$ cat src/sdspi_pkg.sv
// ----------------------------------------------------------------------------
// sdspi_pkg
// Shared types, constants and functions of the SD SPI transaction engine.
// ----------------------------------------------------------------------------
`default_nettype none
package sdspi_pkg;
    localparam int BlockBytes = 512;
    localparam int CountW = $clog2(BlockBytes + 3) + 1;

    localparam logic [7:0] CmdBase   = 8'h40;
    localparam logic [7:0] IdleByte  = 8'hFF;
    localparam logic [7:0] StartTok  = 8'hFE;
    localparam logic [5:0] AppIndex  = 6'd55;

    localparam logic [2:0] StOk        = 3'd0;
    localparam logic [2:0] StR1Err     = 3'd1;
    localparam logic [2:0] StRespTmo   = 3'd2;
    localparam logic [2:0] StTokTmo    = 3'd3;
    localparam logic [2:0] StErrTok    = 3'd4;
    localparam logic [2:0] StWrReject  = 3'd5;
    localparam logic [2:0] StBadLen    = 3'd6;

    localparam logic [1:0] KindResp  = 2'd0;
    localparam logic [1:0] KindRead  = 2'd1;
    localparam logic [1:0] KindWrite = 2'd2;

    localparam logic       CmdIssue  = 1'b0;

    localparam logic [0:0] RegMaxAttempts = 1'b0;

    typedef enum logic [3:0] {
        PH_IDLE, PH_CMD, PH_R1, PH_GAP, PH_TOKEN,
        PH_RDATA, PH_RCRC, PH_WDATA, PH_WRESP, PH_BUSY
    } t_phase;

    typedef struct packed {
        logic [7:0] mosi_byte;
        logic       chip_select;
        logic       rx_valid;
        logic [7:0] rx_byte;
        logic       write_taken;
        logic       done_res;
        logic [2:0] status;
        logic [7:0] r1_value;
        logic       crc_error;
    } t_result;

    function automatic logic [15:0] crc16_byte(input logic [15:0] crc, input logic [7:0] b);
        logic [15:0] c;
        c = crc ^ {b, 8'h00};
        for (int i = 0; i < 8; i++) begin
            c = c[15] ? ((c << 1) ^ 16'h1021) : (c << 1);
        end
        return c;
    endfunction

    function automatic logic [7:0] fixed_crc(input logic [5:0] idx);
        logic [7:0] r;
        case (idx)
            6'd0:    r = 8'h95;
            6'd8:    r = 8'h87;
            6'd1:    r = 8'hF9;
            6'd55:   r = 8'h65;
            6'd41:   r = 8'h77;
            default: r = 8'hFF;
        endcase
        return r;
    endfunction
endpackage
`default_nettype wire

$ cat src/sd_spi_transaction_engine_unit.sv
// ----------------------------------------------------------------------------
// sd_spi_transaction_engine_unit
// SD card SPI-mode host engine; each transaction is one SPI byte slot.
// ----------------------------------------------------------------------------
// Channel   Dir  Payload
// s_axis    in   tdata {write_byte,miso_byte,data_length,transfer_kind,
//                argument,app_command,command_index}, tuser cmd
// m_axis    out  tdata {crc_error,r1_value,status,done_res,write_taken,
//                rx_byte,rx_valid,chip_select,mosi_byte}
// apb       in   max_attempts at address 0
// One transaction per cycle while s_axis_tready is high; each result is registered
// in the output queue on acceptance. A two-entry output queue keeps input accepted
// while results wait; s_axis_tready drops only while both entries are full.
// Synchronous active-low reset idles the engine and sets max_attempts to 255.
`default_nettype none
module sd_spi_transaction_engine_unit (
    input  wire logic        i_clk,
    input  wire logic        i_rst_n,
    input  wire logic        s_axis_tvalid,
    output      logic        s_axis_tready,
    // bits 5:0 command_index, 6 app_command, 38:7 argument, 40:39 transfer_kind,
    // 50:41 data_length, 58:51 miso_byte, 66:59 write_byte
    input  wire logic [71:0] s_axis_tdata,
    // bit 0 cmd
    input  wire logic        s_axis_tuser,
    output      logic        m_axis_tvalid,
    input  wire logic        m_axis_tready,
    // 7:0 mosi_byte, 8 chip_select, 9 rx_valid, 17:10 rx_byte, 18 write_taken,
    // 19 done_res, 22:20 status, 30:23 r1_value, 31 crc_error
    output      logic [31:0] m_axis_tdata,
    input  wire logic        psel,
    input  wire logic        penable,
    input  wire logic        pwrite,
    input  wire logic [2:0]  paddr,
    input  wire logic [31:0] pwdata,
    output      logic [31:0] prdata,
    output      logic        pready
);
    logic [7:0] r_max_att;
    logic [31:0] r_q0, r_q1;
    logic [1:0]  r_cnt;
    logic step, pop;
    sdspi_pkg::t_result res;
    logic [31:0] res_word;

    assign pready = 1'b1;
    assign prdata = (paddr[2] == sdspi_pkg::RegMaxAttempts) ? {24'd0, r_max_att} : 32'd0;

    always_ff @(posedge i_clk) begin
        if (!i_rst_n) begin
            r_max_att <= 8'hFF;
        end else if (psel && penable && pwrite && paddr[2] == sdspi_pkg::RegMaxAttempts) begin
            r_max_att <= pwdata[7:0];
        end
    end

    assign s_axis_tready = (r_cnt != 2'd2);
    assign step = s_axis_tvalid && s_axis_tready;
    assign m_axis_tvalid = (r_cnt != 2'd0);
    assign m_axis_tdata = r_q0;
    assign pop = m_axis_tvalid && m_axis_tready;

    sdspi_core u_core (
        .i_clk(i_clk), .i_rst_n(i_rst_n), .i_step(step),
        .i_cmd(s_axis_tuser),
        .i_command_index(s_axis_tdata[5:0]),
        .i_app_command(s_axis_tdata[6]),
        .i_argument(s_axis_tdata[38:7]),
        .i_transfer_kind(s_axis_tdata[40:39]),
        .i_data_length(s_axis_tdata[50:41]),
        .i_miso_byte(s_axis_tdata[58:51]),
        .i_write_byte(s_axis_tdata[66:59]),
        .i_max_attempts(r_max_att),
        .o_result(res)
    );

    // mosi_byte in the low bits, crc_error on top
    assign res_word = {res.crc_error, res.r1_value, res.status, res.done_res,
                       res.write_taken, res.rx_byte, res.rx_valid, res.chip_select,
                       res.mosi_byte};

    // two-entry output queue: r_q0 is head
    always_ff @(posedge i_clk) begin
        if (!i_rst_n) begin
            r_cnt <= 2'd0;
        end else begin
            r_cnt <= r_cnt + {1'b0, step} - {1'b0, pop};
        end
    end

    always_ff @(posedge i_clk) begin
        if (pop) begin
            r_q0 <= (r_cnt == 2'd2) ? r_q1 : res_word;
        end else if (step && r_cnt == 2'd0) begin
            r_q0 <= res_word;
        end
        if (step && ((r_cnt == 2'd1 && !pop) || (r_cnt == 2'd2))) begin
            r_q1 <= res_word;
        end
    end
endmodule
`default_nettype wire

$ cat src/sdspi_core.sv
// ----------------------------------------------------------------------------
// sdspi_core
// Transaction sequencer: one SPI byte slot per transaction, result computed
// combinationally from the registered state and the current slot inputs.
// ----------------------------------------------------------------------------
`default_nettype none
module sdspi_core (
    input  wire logic                  i_clk,
    input  wire logic                  i_rst_n,
    input  wire logic                  i_step,
    input  wire logic                  i_cmd,
    input  wire logic [5:0]            i_command_index,
    input  wire logic                  i_app_command,
    input  wire logic [31:0]           i_argument,
    input  wire logic [1:0]            i_transfer_kind,
    input  wire logic [9:0]            i_data_length,
    input  wire logic [7:0]            i_miso_byte,
    input  wire logic [7:0]            i_write_byte,
    input  wire logic [7:0]            i_max_attempts,
    output sdspi_pkg::t_result         o_result
);
    localparam int CW = sdspi_pkg::CountW;

    sdspi_pkg::t_phase r_phase, n_phase;
    logic [CW-1:0] r_count, n_count;
    logic [7:0]  r_attempt, n_attempt;
    logic [5:0]  r_index, n_index;
    logic [31:0] r_arg, n_arg;
    logic        r_app, n_app;
    logic [1:0]  r_kind, n_kind;
    logic [9:0]  r_len, n_len;
    logic [15:0] r_crc, n_crc;
    logic [15:0] r_crc_rx, n_crc_rx;
    logic [7:0]  r_r1, n_r1;

    sdspi_pkg::t_result res;
    logic [5:0]  f_idx;
    logic [31:0] f_arg;
    logic [7:0]  f_byte;
    logic [1:0]  k_in;
    logic [7:0]  att_inc;
    logic [15:0] crc_new;

    // frame byte for the current count
    always_comb begin
        f_idx = r_app ? sdspi_pkg::AppIndex : r_index;
        f_arg = r_app ? 32'd0 : r_arg;
        case (r_count)
            CW'(1):  f_byte = f_arg[31:24];
            CW'(2):  f_byte = f_arg[23:16];
            CW'(3):  f_byte = f_arg[15:8];
            CW'(4):  f_byte = f_arg[7:0];
            default: f_byte = sdspi_pkg::fixed_crc(f_idx);
        endcase
    end

    always_comb begin
        n_phase = r_phase; n_count = r_count; n_attempt = r_attempt;
        n_index = r_index; n_arg = r_arg; n_app = r_app; n_kind = r_kind;
        n_len = r_len; n_crc = r_crc; n_crc_rx = r_crc_rx; n_r1 = r_r1;
        res = '0;
        res.mosi_byte = sdspi_pkg::IdleByte;
        res.chip_select = 1'b1;
        k_in = (i_transfer_kind == 2'd3) ? sdspi_pkg::KindResp : i_transfer_kind;
        att_inc = r_attempt + 8'd1;
        crc_new = sdspi_pkg::crc16_byte(r_crc, i_miso_byte);
        if (i_cmd == sdspi_pkg::CmdIssue) begin
            n_index = i_command_index; n_app = i_app_command; n_arg = i_argument;
            n_kind = k_in; n_len = i_data_length; n_r1 = sdspi_pkg::IdleByte;
            n_attempt = '0; n_crc = '0; n_crc_rx = '0;
            if (k_in != sdspi_pkg::KindResp && i_data_length > 10'(sdspi_pkg::BlockBytes)) begin
                n_phase = sdspi_pkg::PH_IDLE;
                res.chip_select = 1'b0; res.done_res = 1'b1;
                res.status = sdspi_pkg::StBadLen;
            end else begin
                n_phase = sdspi_pkg::PH_CMD;
                res.mosi_byte = sdspi_pkg::CmdBase |
                    {2'b00, i_app_command ? sdspi_pkg::AppIndex : i_command_index};
                n_count = CW'(1);
            end
        end else begin
            case (r_phase)
                sdspi_pkg::PH_CMD: begin
                    if (r_count < CW'(6)) begin
                        res.mosi_byte = f_byte;
                        n_count = r_count + CW'(1);
                    end else begin
                        n_phase = sdspi_pkg::PH_R1; n_attempt = '0;
                    end
                end
                sdspi_pkg::PH_R1: begin
                    n_r1 = i_miso_byte; n_attempt = att_inc;
                    if (i_miso_byte[7] && att_inc < i_max_attempts) begin
                    end else if (i_miso_byte != 8'd0) begin
                        n_phase = sdspi_pkg::PH_IDLE;
                        res.chip_select = 1'b0; res.done_res = 1'b1;
                        res.status = i_miso_byte[7] ? sdspi_pkg::StRespTmo
                                                    : sdspi_pkg::StR1Err;
                    end else if (r_app) begin
                        n_app = 1'b0; n_phase = sdspi_pkg::PH_GAP;
                        res.chip_select = 1'b0;
                    end else if (r_kind == sdspi_pkg::KindWrite) begin
                        n_phase = sdspi_pkg::PH_WDATA; n_count = '0;
                        res.mosi_byte = sdspi_pkg::StartTok;
                    end else if (r_kind == sdspi_pkg::KindRead && r_len != 10'd0) begin
                        n_phase = sdspi_pkg::PH_TOKEN; n_attempt = '0;
                    end else begin
                        n_phase = sdspi_pkg::PH_IDLE;
                        res.chip_select = 1'b0; res.done_res = 1'b1;
                        res.status = sdspi_pkg::StOk;
                    end
                end
                sdspi_pkg::PH_GAP: begin
                    n_phase = sdspi_pkg::PH_CMD;
                    res.mosi_byte = sdspi_pkg::CmdBase | {2'b00, f_idx};
                    n_count = CW'(1);
                end
                sdspi_pkg::PH_TOKEN: begin
                    n_attempt = att_inc;
                    if (i_miso_byte == sdspi_pkg::StartTok) begin
                        n_phase = sdspi_pkg::PH_RDATA; n_count = '0; n_crc = '0;
                    end else if (i_miso_byte[7]) begin
                        if (att_inc >= i_max_attempts) begin
                            n_phase = sdspi_pkg::PH_IDLE;
                            res.chip_select = 1'b0; res.done_res = 1'b1;
                            res.status = sdspi_pkg::StTokTmo;
                        end
                    end else begin
                        n_phase = sdspi_pkg::PH_IDLE;
                        res.chip_select = 1'b0; res.done_res = 1'b1;
                        res.status = sdspi_pkg::StErrTok;
                    end
                end
                sdspi_pkg::PH_RDATA: begin
                    res.rx_valid = 1'b1; res.rx_byte = i_miso_byte;
                    n_crc = crc_new;
                    n_count = r_count + CW'(1);
                    if ((r_count + CW'(1)) >= CW'(r_len)) begin
                        n_phase = sdspi_pkg::PH_RCRC; n_count = '0;
                    end
                end
                sdspi_pkg::PH_RCRC: begin
                    if (r_count == '0) begin
                        n_crc_rx = {i_miso_byte, 8'h00}; n_count = CW'(1);
                    end else begin
                        n_crc_rx = r_crc_rx | {8'h00, i_miso_byte};
                        n_phase = sdspi_pkg::PH_IDLE;
                        res.chip_select = 1'b0; res.done_res = 1'b1;
                        res.status = sdspi_pkg::StOk;
                        res.crc_error = ((r_crc_rx | {8'h00, i_miso_byte}) != r_crc);
                    end
                end
                sdspi_pkg::PH_WDATA: begin
                    if (r_count < CW'(sdspi_pkg::BlockBytes + 2)) begin
                        if (r_count < CW'(r_len)) begin
                            res.mosi_byte = i_write_byte; res.write_taken = 1'b1;
                        end else begin
                            res.mosi_byte = 8'h00;
                        end
                        n_count = r_count + CW'(1);
                    end else begin
                        n_phase = sdspi_pkg::PH_WRESP;
                    end
                end
                sdspi_pkg::PH_WRESP: begin
                    if (i_miso_byte[4:0] == 5'b00101) begin
                        n_phase = sdspi_pkg::PH_BUSY;
                    end else begin
                        n_phase = sdspi_pkg::PH_IDLE;
                        res.chip_select = 1'b0; res.done_res = 1'b1;
                        res.status = sdspi_pkg::StWrReject;
                    end
                end
                sdspi_pkg::PH_BUSY: begin
                    if (i_miso_byte != 8'd0) begin
                        n_phase = sdspi_pkg::PH_IDLE;
                        res.chip_select = 1'b0; res.done_res = 1'b1;
                        res.status = sdspi_pkg::StOk;
                    end
                end
                default: begin
                    n_phase = sdspi_pkg::PH_IDLE;
                    res.chip_select = 1'b0;
                end
            endcase
        end
        res.r1_value = n_r1;
    end

    assign o_result = res;

    always_ff @(posedge i_clk) begin
        if (!i_rst_n) begin
            r_phase <= sdspi_pkg::PH_IDLE; r_count <= '0; r_attempt <= '0;
            r_index <= '0; r_arg <= '0; r_app <= 1'b0; r_kind <= '0;
            r_len <= '0; r_crc <= '0; r_crc_rx <= '0; r_r1 <= 8'hFF;
        end else if (i_step) begin
            r_phase <= n_phase; r_count <= n_count; r_attempt <= n_attempt;
            r_index <= n_index; r_arg <= n_arg; r_app <= n_app; r_kind <= n_kind;
            r_len <= n_len; r_crc <= n_crc; r_crc_rx <= n_crc_rx; r_r1 <= n_r1;
        end
    end
endmodule
`default_nettype wire

$ cat config.mk
export PLATFORM = sky130hd
export DESIGN_NAME = sd_spi_transaction_engine_unit
export DESIGN_NICKNAME = d
export VERILOG_FILES = /design/src/sdspi_pkg.sv /design/src/sd_spi_transaction_engine_unit.sv /design/src/sdspi_core.sv
export SDC_FILE = /design/constraint.sdc
export NUM_CORES = 1
export LEC_CHECK = 0
export ABC_AREA = 0
export BUFFER_PORTS_ARGS = -buffer_cell sky130_fd_sc_hd__buf_2
export CAP_MARGIN = 30
export CORE_MARGIN = 2
export CORE_UTILIZATION = 29
export CTS_BUF_LIST = sky130_fd_sc_hd__clkbuf_16
export DETAILED_ROUTE_END_ITERATION = 10
export PLACE_DENSITY_LB_ADDON = 0.12
export SETUP_SLACK_MARGIN = 0.4
export SLEW_MARGIN = 20
export SYNTH_ARGS = -nofsm -noshare
export SYNTH_HDL_FRONTEND = slang
export SYNTH_SLANG_ARGS = --single-unit
$ cat constraint.sdc
create_clock -name i_clk -period 6.74 [get_ports i_clk]
set_input_delay 0.337 -clock i_clk [delete_from_list [all_inputs] [get_ports i_clk]]
set_output_delay 0.337 -clock i_clk [all_outputs]
set_load 0.005 [all_outputs]
==> results.cfg, run 1 <==
[floorplanning]
io_pins = 182
initial_utilization = 0.296
fp.coreArea_um2 = 34700
rows = 68
die_w_um = 192
dieArea_um2 = 37000
die_y_um = 192

[global_routing]
use_met3 = 0.0386
grt_use_met2 = 0.257
grt_overflow = 0
grt.busiest_layer = met2
antenna_found_initial = 7
grt_max_degree = 89
grt_pass1_wl_um = 46000
grt_usage = 0.163
grtUsageMet1 = 0.222
grt_pass1_vias = 7977

[yosys]
seq_area_frac_synth = 0.428
yosysUniqueCellTypes = 85
ys_warn_count = 0
synth_ff_type = dfxtp_1
syn-cell-area_um2 = 10300
synth_edf_count = 64
synthCells = 1143
synthArstFlopShare = 0
avgSynthCellArea_um2 = 9.00
synth_seq_cells = 188

[timing]
setup_viol = 0
clock_skew_ns = 0.0162
fin_crit_ns = 4.05
clock.fmax_mhz = 247
slew_violations = 0
rsz0062_at_grt = false
relSlewSlack = 0.389
tightestPinTransition_ns = 0.917
finalHoldViolCount = 0
tns_ns = 0
post-route-period-util = 0.601

[routing]
wl_um = 29800
postRouteAntennaNets = 0
drt_pass1_iterations = 5
via_per_inst = 4.89
drtIter0Drc = 422
wl_per_cell_um = 17.6
drc = 0
vias = 8290

[clocking]
cts_resized = 0
cts.hold.buffers_added = 0
cts_sinks = 188
cts-root-buf = clkbuf_16
numCtsBuffers = 17
worstSkewPairLatency_ns = 0.45
cts_tree = built
cts.clk_slew.worst_paths_ns = 0.07
h-tree-depth = 4
cts_setup_buffers = 0
cts.path.max_buffers = 2

[worst_setup_path]
arrival_ns = 4.44
crit_path_frequent_cell = ha_1
cp_slowest_cell = a211oi_1
critPathTopFamily = compound AO/OA/AOI/OAI gates
max_stage_delay_ns = 0.66
critPathMaxFanout = 13
crit_buf_inv = 0
start_kind = flip-flop
worstSetupPathType = reg2reg
end_kind = flip-flop
path_cells = ha_1 > nand3_1 > or2_2 > nor2_1 > xor2_1 > ha_1 > a21oi_1 > o21ai_0 > a211oi_1 > o211ai_2 > nor3b_1 > a21o_1
cp.required_ns = 7.13

[job]
cap_violations = 0

[final_layout]
syn2layout_area_growth_pct = 14.6
n_fill_cell = 3724
post-route-util = 0.340
nets = 1376
drive_gt1_frac = 0.172

[place]
io_buffers = 125
dp_hpwl_um = 21100
routabilityCongestion = 0.819

[min_path]
hold_path_class = in2reg

[power]
power_density_nw_per_um2 = 242
power.leakage_nw = 4.60
ir_drop_mv = 0.186

[status]
status = completed
-- per-layer routing --
layer / part of all wire / up-vias
met5: 0.0017 / -
met4: 0.011 / 8
met3: 0.047 / 27
met2: 0.45 / 178
met1: 0.49 / 3924
li1: - / 4153
-- worst register-to-register path: stages, from the launching register on --
cell	delay, ns
dfxtp_1	0.52
ha_1	0.59
nand3_1	0.30
or2_2	0.38
nor2_1	0.12
xor2_1	0.22
ha_1	0.29
a21oi_1	0.13
o21ai_0	0.08
a211oi_1	0.66
o211ai_2	0.33
nor3b_1	0.28
a21o_1	0.10
-- per-stage QoR --
stage                     worst slack, ns  power (mW)  hold slack, ns  instances  cell area (um2)
after floorplan                      2.74        1.69           0.437       1166            10400
after global placement               2.71        1.88           0.453       1657            11200
after detailed placement             2.69        1.88           0.454       1658            11200
after CTS                            2.65        2.90          0.0960       1690            11800
after global routing                 2.35        3.01           0.112       1693            11800
final                                2.69        2.86           0.115       1695            11800
-- logic make-up (layout without fill, tap and decap cells) --
group | count (synthesis) | after routing | share of synthesized area
other | 2 | 28 | 0.000730
adder cells (fa/ha/maj) | 37 | 37 | 0.0450
AND/OR/NAND/NOR | 433 | 433 | 0.207
buffers and inverters | 142 | 213 | 0.0627
multiplexers | 20 | 20 | 0.0221
XOR/XNOR | 57 | 57 | 0.0485
AO/OA/AOI/OAI | 264 | 264 | 0.186
flip-flops | 188 | 188 | 0.428
-- path summary, 6_finish.rpt --
| check | to | slack, ns | start | cells after the start |
|---|---|---|---|---|
| setup / recovery | u_core.r_count[2]$_SDFFE_PN0P_ | 2.69 | u_core.r_count[1]$_SDFFE_PN0P_ | 12 |
| hold / removal | r_max_att[2]$_SDFFE_PN1P_ | 0.11 | pwdata[2] | 3 |
| hold reg to reg | u_core.r_len[3]$_SDFFE_PN0P_ | 0.47 | u_core.r_len[3]$_SDFFE_PN0P_ | 2 |
| setup reg to reg | u_core.r_count[2]$_SDFFE_PN0P_ | 2.69 | u_core.r_count[1]$_SDFFE_PN0P_ | 12 |
-- flip-flops by register name, summed over array words and instances, names as in the netlist --
name              cells
m_axis_tdata         32
r_q1                 32
u_core.r_arg         32
u_core.r_crc         16
u_core.r_crc_rx      16
u_core.r_count       11
u_core.r_len         10
r_max_att             8
u_core.r_attempt      8
u_core.r_r1           8
u_core.r_index        6
u_core.r_phase        4
r_cnt                 2
u_core.r_kind         2
u_core.r_app          1
-- cells in the final DEF (no fill, tap or decap), types with 15 or more instances in the layout --
master and instances:
nand2_1 189, buf_2 126, dfxtp_1 124, nor2_1 72, edfxtp_1 64, a21boi_0 55
a21oi_1 47, inv_1 46, ha_1 37, xnor2_1 34, conb_1 25, o21ai_0 24
xor2_1 23, o211ai_1 23, nor3_1 21, nor2b_1 20, mux2_2 18, nand2b_1 17
and2_1 17, clkbuf_16 17, nand3_1 16, and3_1 15
-- area by class of cell --
type / count / area (um2) / share of cell area
clock buffers: 17 / 425 / 0.0361
multi-input cells: 836 / 5350 / 0.454
diodes: 3 / 7.51 / 0.000637
inverters: 46 / 173 / 0.0146
repair buffers: 135 / 718 / 0.0609
well taps: 455 / 569 / 0.0483
flip-flops and latches: 188 / 4400 / 0.374
clock inverters: 15 / 145 / 0.0123
-- Yosys cell counts, drive strengths merged (3+ instances only) --
cell type  instances  area, um2
mux2              19        218
xor2              23        201
o21a               4       30.0
o22ai              4       31.3
o21bai             4       30.0
nor3              23        131
edfxtp            64       1920
o31ai              5       37.5
a2111oi            3       38.8
inv               46        173
o21ai             32        164
a222oi             8       80.1
a21o               9       67.6
o211ai            24        185
nor2b             20        125
xnor2             34        298
nand4              8       50.1
a211oi             6       50.1
nand3             16       80.1
or2                7       43.8
a21oi             47        235
ha                37        463
or4b               3       30.0
a32oi              3       26.3
a32o               7       70.1
or4                7       63.8
a21boi            57        432
or3                9       56.3
dfxtp            124       2480
nor3b              4       30.0
and4               3       26.3
and2              18        113
clkbuf            58        218
nor2              74        280
and3              15       93.8
o41ai              3       45.1
buf               38        255
a22o               9       78.8
nand2            189        709
a22oi             14        105
nand2b            17        106
nor4              11        105
a31oi              8       50.1
-- power breakdown --
group          leakage, nW  internal, mW  switching [mW]
Clock                0.272         0.492           0.509
Sequential            1.59          1.29          0.0489
Combinational         2.74         0.197           0.317
No activity file was read; power rests on OpenSTA's default activity.
==> run 2: changes to the inputs <==
clock period = 3.3 ns   (was 6.74 ns; I/O delays follow)
==> results.cfg, run 2 (synthesis gave the netlist of run 1 again) <==
[min_path]
hold_path_class = in2reg

[timing]
rsz0062_at_grt = true
post-route-period-util = 0.840
setup_viol = 0
tns_ns = 0
fin_crit_ns = 2.77
relSlewSlack = 0.414
slew_violations = 0
finalHoldViolCount = 0
tightestPinTransition_ns = 0.879
clock_skew_ns = 0.0119
clock.fmax_mhz = 361

[status]
status = completed

[power]
power.leakage_nw = 5.00
intPower_mw = 4.19
p_comb_frac = 0.189
power_density_nw_per_um2 = 472
seq_power_share = 0.456
p_switching_mw = 1.81
switching_share = 0.301
ir_drop_mv = 0.373
clockPowerShare = 0.355

[final_layout]
drive_gt1_frac = 0.199
multi_input_area_um2 = 5470
syn2layout_area_growth_pct = 23.3
stdcell_count = 1772
nets = 1455
seqCellArea_um2 = 4420
n_fill_cell = 3633
postLayoutCellArea_um2 = 12700
layout_commonest_cell = nand2_1
layout_common_cells = 189 x nand2_1, 126 x buf_2, 117 x dfxtp_1

[global_routing]
antenna_found_initial = 5
grt_pass1_wl_um = 47700
grt_max_degree = 70
grt_overflow = 0
grt_pass1_vias = 8402
grt_usage = 0.166

[worst_setup_path]
cp_slowest_cell = or4_4
end_kind = flip-flop
cp.required_ns = 3.50
worstSetupPathType = reg2reg
max_stage_delay_ns = 0.61
critPathMaxFanout = 7
arrival_ns = 2.97
crit_buf_inv = 0
critPathTopFamily = simple AND/OR/NAND/NOR gates
start_kind = flip-flop
path_cells = or4_4 > nor2_1 > a31oi_1 > or3_1 > nor3_2 > a31oi_1 > mux2_4
crit_path_frequent_cell = a31oi_1

[floorplanning]
initial_utilization = 0.296
io_pins = 182
fp.coreArea_um2 = 34700
dieArea_um2 = 37000
die_y_um = 192
die_w_um = 192
rows = 68

[place]
routabilityCongestion = 0.836
dp.cells = 1684
dp_hpwl_um = 21900
io_buffers = 125
post_dp_cell_area_um2 = 11400

[routing]
vias = 8643
drt_pass1_iterations = 5
wl_um = 30200
postRouteAntennaNets = 0
drc = 0
via_per_inst = 4.88
wl_per_cell_um = 17.1
drtIter0Drc = 490

[clocking]
worstSkewPairLatency_ns = 0.45
cts-root-buf = clkbuf_16
cts_sinks = 188
numCtsBuffers = 17
h-tree-depth = 4
cts.path.max_buffers = 2
cts_tree = built
cts.clk_slew.worst_paths_ns = 0.07

[job]
cap_violations = 0
-- run 2: changes by cell type in the layout (fill, tap and decap cells not counted), moves of 3 or more --
cell / change
buf_4: +26
dlygate4sd3_1: +52
dfxtp_1: -7
dfxtp_2: +6
nor2_1: -3
-- run 2: what timing repair did --
action / CTS / global route
cloned: 0 / 0
pin swaps: 0 / 8
resized for setup: 5 / 29
hold endpoints to repair: 52 / 0
hold buffers: 52 / 0
setup buffers: 0 / 2
setup endpoints to repair: 15 / 32
-- run 2: final timing paths --
path | slack, ns | to | startpoint | cells after the start
worst min register to register | 0.47 | u_core.r_arg[23]$_SDFFE_PN0P_ | u_core.r_arg[23]$_SDFFE_PN0P_ | 2
worst max register to register | 0.53 | m_axis_tdata[0]$_DFFE_PP_ | u_core.r_count[3]$_SDFFE_PN0P_ | 7
worst min-delay path | 0.01 | u_core.r_arg[24]$_SDFFE_PN0P_ | s_axis_tdata[31] | 3
worst max-delay path | 0.53 | m_axis_tdata[0]$_DFFE_PP_ | u_core.r_count[3]$_SDFFE_PN0P_ | 7
-- run 2: through the flow --
step                      worst slack, ns  power (mW)  hold WS (ns)  utilization
after floorplan                     0.416        3.46         0.303            -
after global placement              0.353        3.87         0.397        0.328
after detailed placement            0.313        3.88         0.395        0.328
after CTS                           0.396        6.07       0.00173        0.361
after global routing                0.370        6.31        0.0137        0.365
final                               0.528        5.99       0.00970        0.365
-- run 2: layout make-up --
class / instances / area share
Antenna cell: 1 / 0.000197
Multi-Input combinational cell: 836 / 0.432
Clock inverter: 15 / 0.0140
Tap cell: 455 / 0.0449
Inverter: 46 / 0.0136
Sequential cell: 188 / 0.348
Timing Repair Buffer: 214 / 0.114
Clock buffer: 17 / 0.0335
-- run 2: per-layer routing --
layer  GRT usage  vias to the layer above  share of wire
met5           0                        -         0.0017
met3      0.0327                       23          0.043
met1       0.230                     4115           0.48
li1            -                     4325              -
met4      0.0358                        8         0.0099
met2       0.267                      172           0.46
-- run 2: power by group through the flow --
stage | clock (mW) | combinational [mW] | sequential (mW)
6_report | 2.12 | 1.13 | 2.73
3_3_place_gp | 0 | 1.08 | 2.78
4_1_cts | 2.19 | 1.14 | 2.74
3_5_place_dp | 0 | 1.09 | 2.79
2_1_floorplan | 0 | 0.689 | 2.77
5_1_grt | 2.27 | 1.28 | 2.76
-- run 2: worst reg2reg max path: cells and delay by family, from the launching register on --
kind	cells	cell delay, ns
compound gates	2	0.32
flops	1	0.41
mux	1	0.29
simple gates	4	1.50
==> run 3: changes to the inputs <==
clock period = 2.7 ns   (was 3.3 ns; I/O delays follow)
==> results.cfg, run 3 (synthesis gave the netlist of run 1 again) <==
[final_layout]
layout_commonest_cell = nand2_1
nets = 1556
layout_common_cells = 182 x nand2_1, 125 x buf_2, 105 x buf_4
stdcell_count = 1872
drive_gt1_frac = 0.342
syn2layout_area_growth_pct = 40.1
antenna_cells = 0

[timing]
setup_viol = 0
slew_violations = 0
clock.fmax_mhz = 384
fin_crit_ns = 2.60
clock_skew_ns = 0.0140
worst_slack_ns = 0.0980
rsz0062_at_grt = true
relSlewSlack = 0.587
tightestPinTransition_ns = 0.615
finalHoldViolCount = 0
post-route-period-util = 0.964

[routing]
drt_pass1_iterations = 5
drc = 0
vias = 9014
postRouteAntennaNets = 0
drtIter0Drc = 511
wl_per_cell_um = 16.6
wl_um = 31000
via_per_inst = 4.82

[floorplanning]
fp.coreArea_um2 = 34700
initial_utilization = 0.296
dieArea_um2 = 37000
io_pins = 182
die_y_um = 192
rows = 68
die_w_um = 192

[clocking]
cts_sinks = 188
numCtsBuffers = 17
cts-root-buf = clkbuf_16
h-tree-depth = 4
cts.path.max_buffers = 2
worstSkewPairLatency_ns = 0.46
cts_tree = built
cts.clk_slew.worst_paths_ns = 0.08

[power]
p_switching_mw = 2.26
seq_power_share = 0.448
power_density_nw_per_um2 = 515
ir_drop_mv = 0.479
power.leakage_nw = 5.75
switching_share = 0.304
intPower_mw = 5.16
clockPowerShare = 0.333
p_comb_frac = 0.219
finalPower_mw = 7.42

[min_path]
min-delay-start = s_axis_tdata[55]
hold_path_class = in2reg
holdPathStages = 2

[worst_setup_path]
cp_slowest_cell = or4_4
startpoint = u_core.r_count[4]$_SDFFE_PN0P_
worstSetupPathType = reg2reg
start_kind = flip-flop
arrival_ns = 2.81
crit_path_frequent_cell = buf_6
crit_buf_inv = 2
cp.required_ns = 2.91
path_cells = buf_6 > or4_4 > nor2_4 > buf_6 > a21oi_2 > o21bai_1 > nand3_1 > o32a_1 > mux2_4
end_kind = flip-flop
critPathMaxFanout = 4
r2r_cells = 9
max_stage_delay_ns = 0.58
critPathTopFamily = simple AND/OR/NAND/NOR gates
reg2reg_from = u_core.r_count[4]$_SDFFE_PN0P_
cp.depth = 9

[global_routing]
grt_pass1_wl_um = 48300
grt_overflow = 0
grt_usage = 0.169
antenna_found_initial = 1
grt_max_degree = 93
grt_pass1_vias = 8617

[place]
dp_hpwl_um = 22100
dp_worst_setup_slack_ns = -0.0810
io_buffers = 125
dp.cells = 1738
routabilityCongestion = 0.834

[status]
status = completed

[job]
cap_violations = 0
## run 3: cell count changes in the layout (fill, tap and decap cells not counted), sizes merged
cell	change
buf	+95
dlygate4sd3	+5
bufinv	-1
diode	-1
inv	+1
o211ai	+1
## run 3: routing by layer
metal  up-vias  GRT usage  share of wire
li1       4532          -              -
met1      4233      0.247           0.50
met2       219      0.249           0.43
met3        30     0.0329          0.051
met4         0     0.0552          0.018
met5         -          0              0
## run 3: final cells by class
| type | instances | area [um2] |
|---|---|---|
| clock buffer | 17 | 425 |
| multi-input combinational | 837 | 6310 |
| sequential | 188 | 4450 |
| fill | 3484 | 20300 |
| timing repair buffer | 314 | 2340 |
| clock inverter | 15 | 133 |
| tap | 455 | 569 |
| inverter | 46 | 178 |
## run 3: worst register-to-register path, delay by kind of cell, from the launching register on
kind | cells | cell delay (ns)
AO/OA/AOI/OAI | 3 | 0.61
buffers and inverters | 2 | 0.26
flip-flops | 1 | 0.37
multiplexers | 1 | 0.27
AND/OR/NAND/NOR | 3 | 0.84
## run 3: worst paths after layout
kind / to / slack (ns)
max: m_axis_tdata[5]$_DFFE_PP_ / 0.1
min: u_core.r_crc_rx[12]$_SDFFE_PN0P_ / 0.05
max reg2reg: m_axis_tdata[5]$_DFFE_PP_ / 0.1
min reg2reg: u_core.r_arg[29]$_SDFFE_PN0P_ / 0.46
## run 3: per-stage QoR
step	utilization	instance area [um2]	hold slack [ns]	TNS, ns
final	0.415	14400	0.0462	0
after global routing	0.415	14400	0.0564	-0.0356
after CTS	0.396	13700	0.0385	0
after detailed placement	0.345	12000	0.366	-0.292
after global placement	0.345	12000	0.362	-0.132
after floorplan	-	10600	0.273	0
## run 3: timing repair
action | 4_1_cts | 5_1_grt
resized for setup | 103 | 105
hold buffers | 57 | 0
cloned | 1 | 0
setup buffers | 25 | 18
hold endpoints to repair | 57 | 0
pin swaps | 55 | 77
endpoints found under the setup margin | 69 | 78
## run 3: power groups by stage
stage / Sequential [mW] / Clock, mW / Combinational, mW
6_report: 3.32 / 2.47 / 1.63
5_1_grt: 3.35 / 2.67 / 1.81
4_1_cts: 3.32 / 2.56 / 1.54
3_5_place_dp: 3.39 / 0 / 1.39
3_3_place_gp: 3.39 / 0 / 1.38
2_1_floorplan: 3.39 / 0 / 0.863
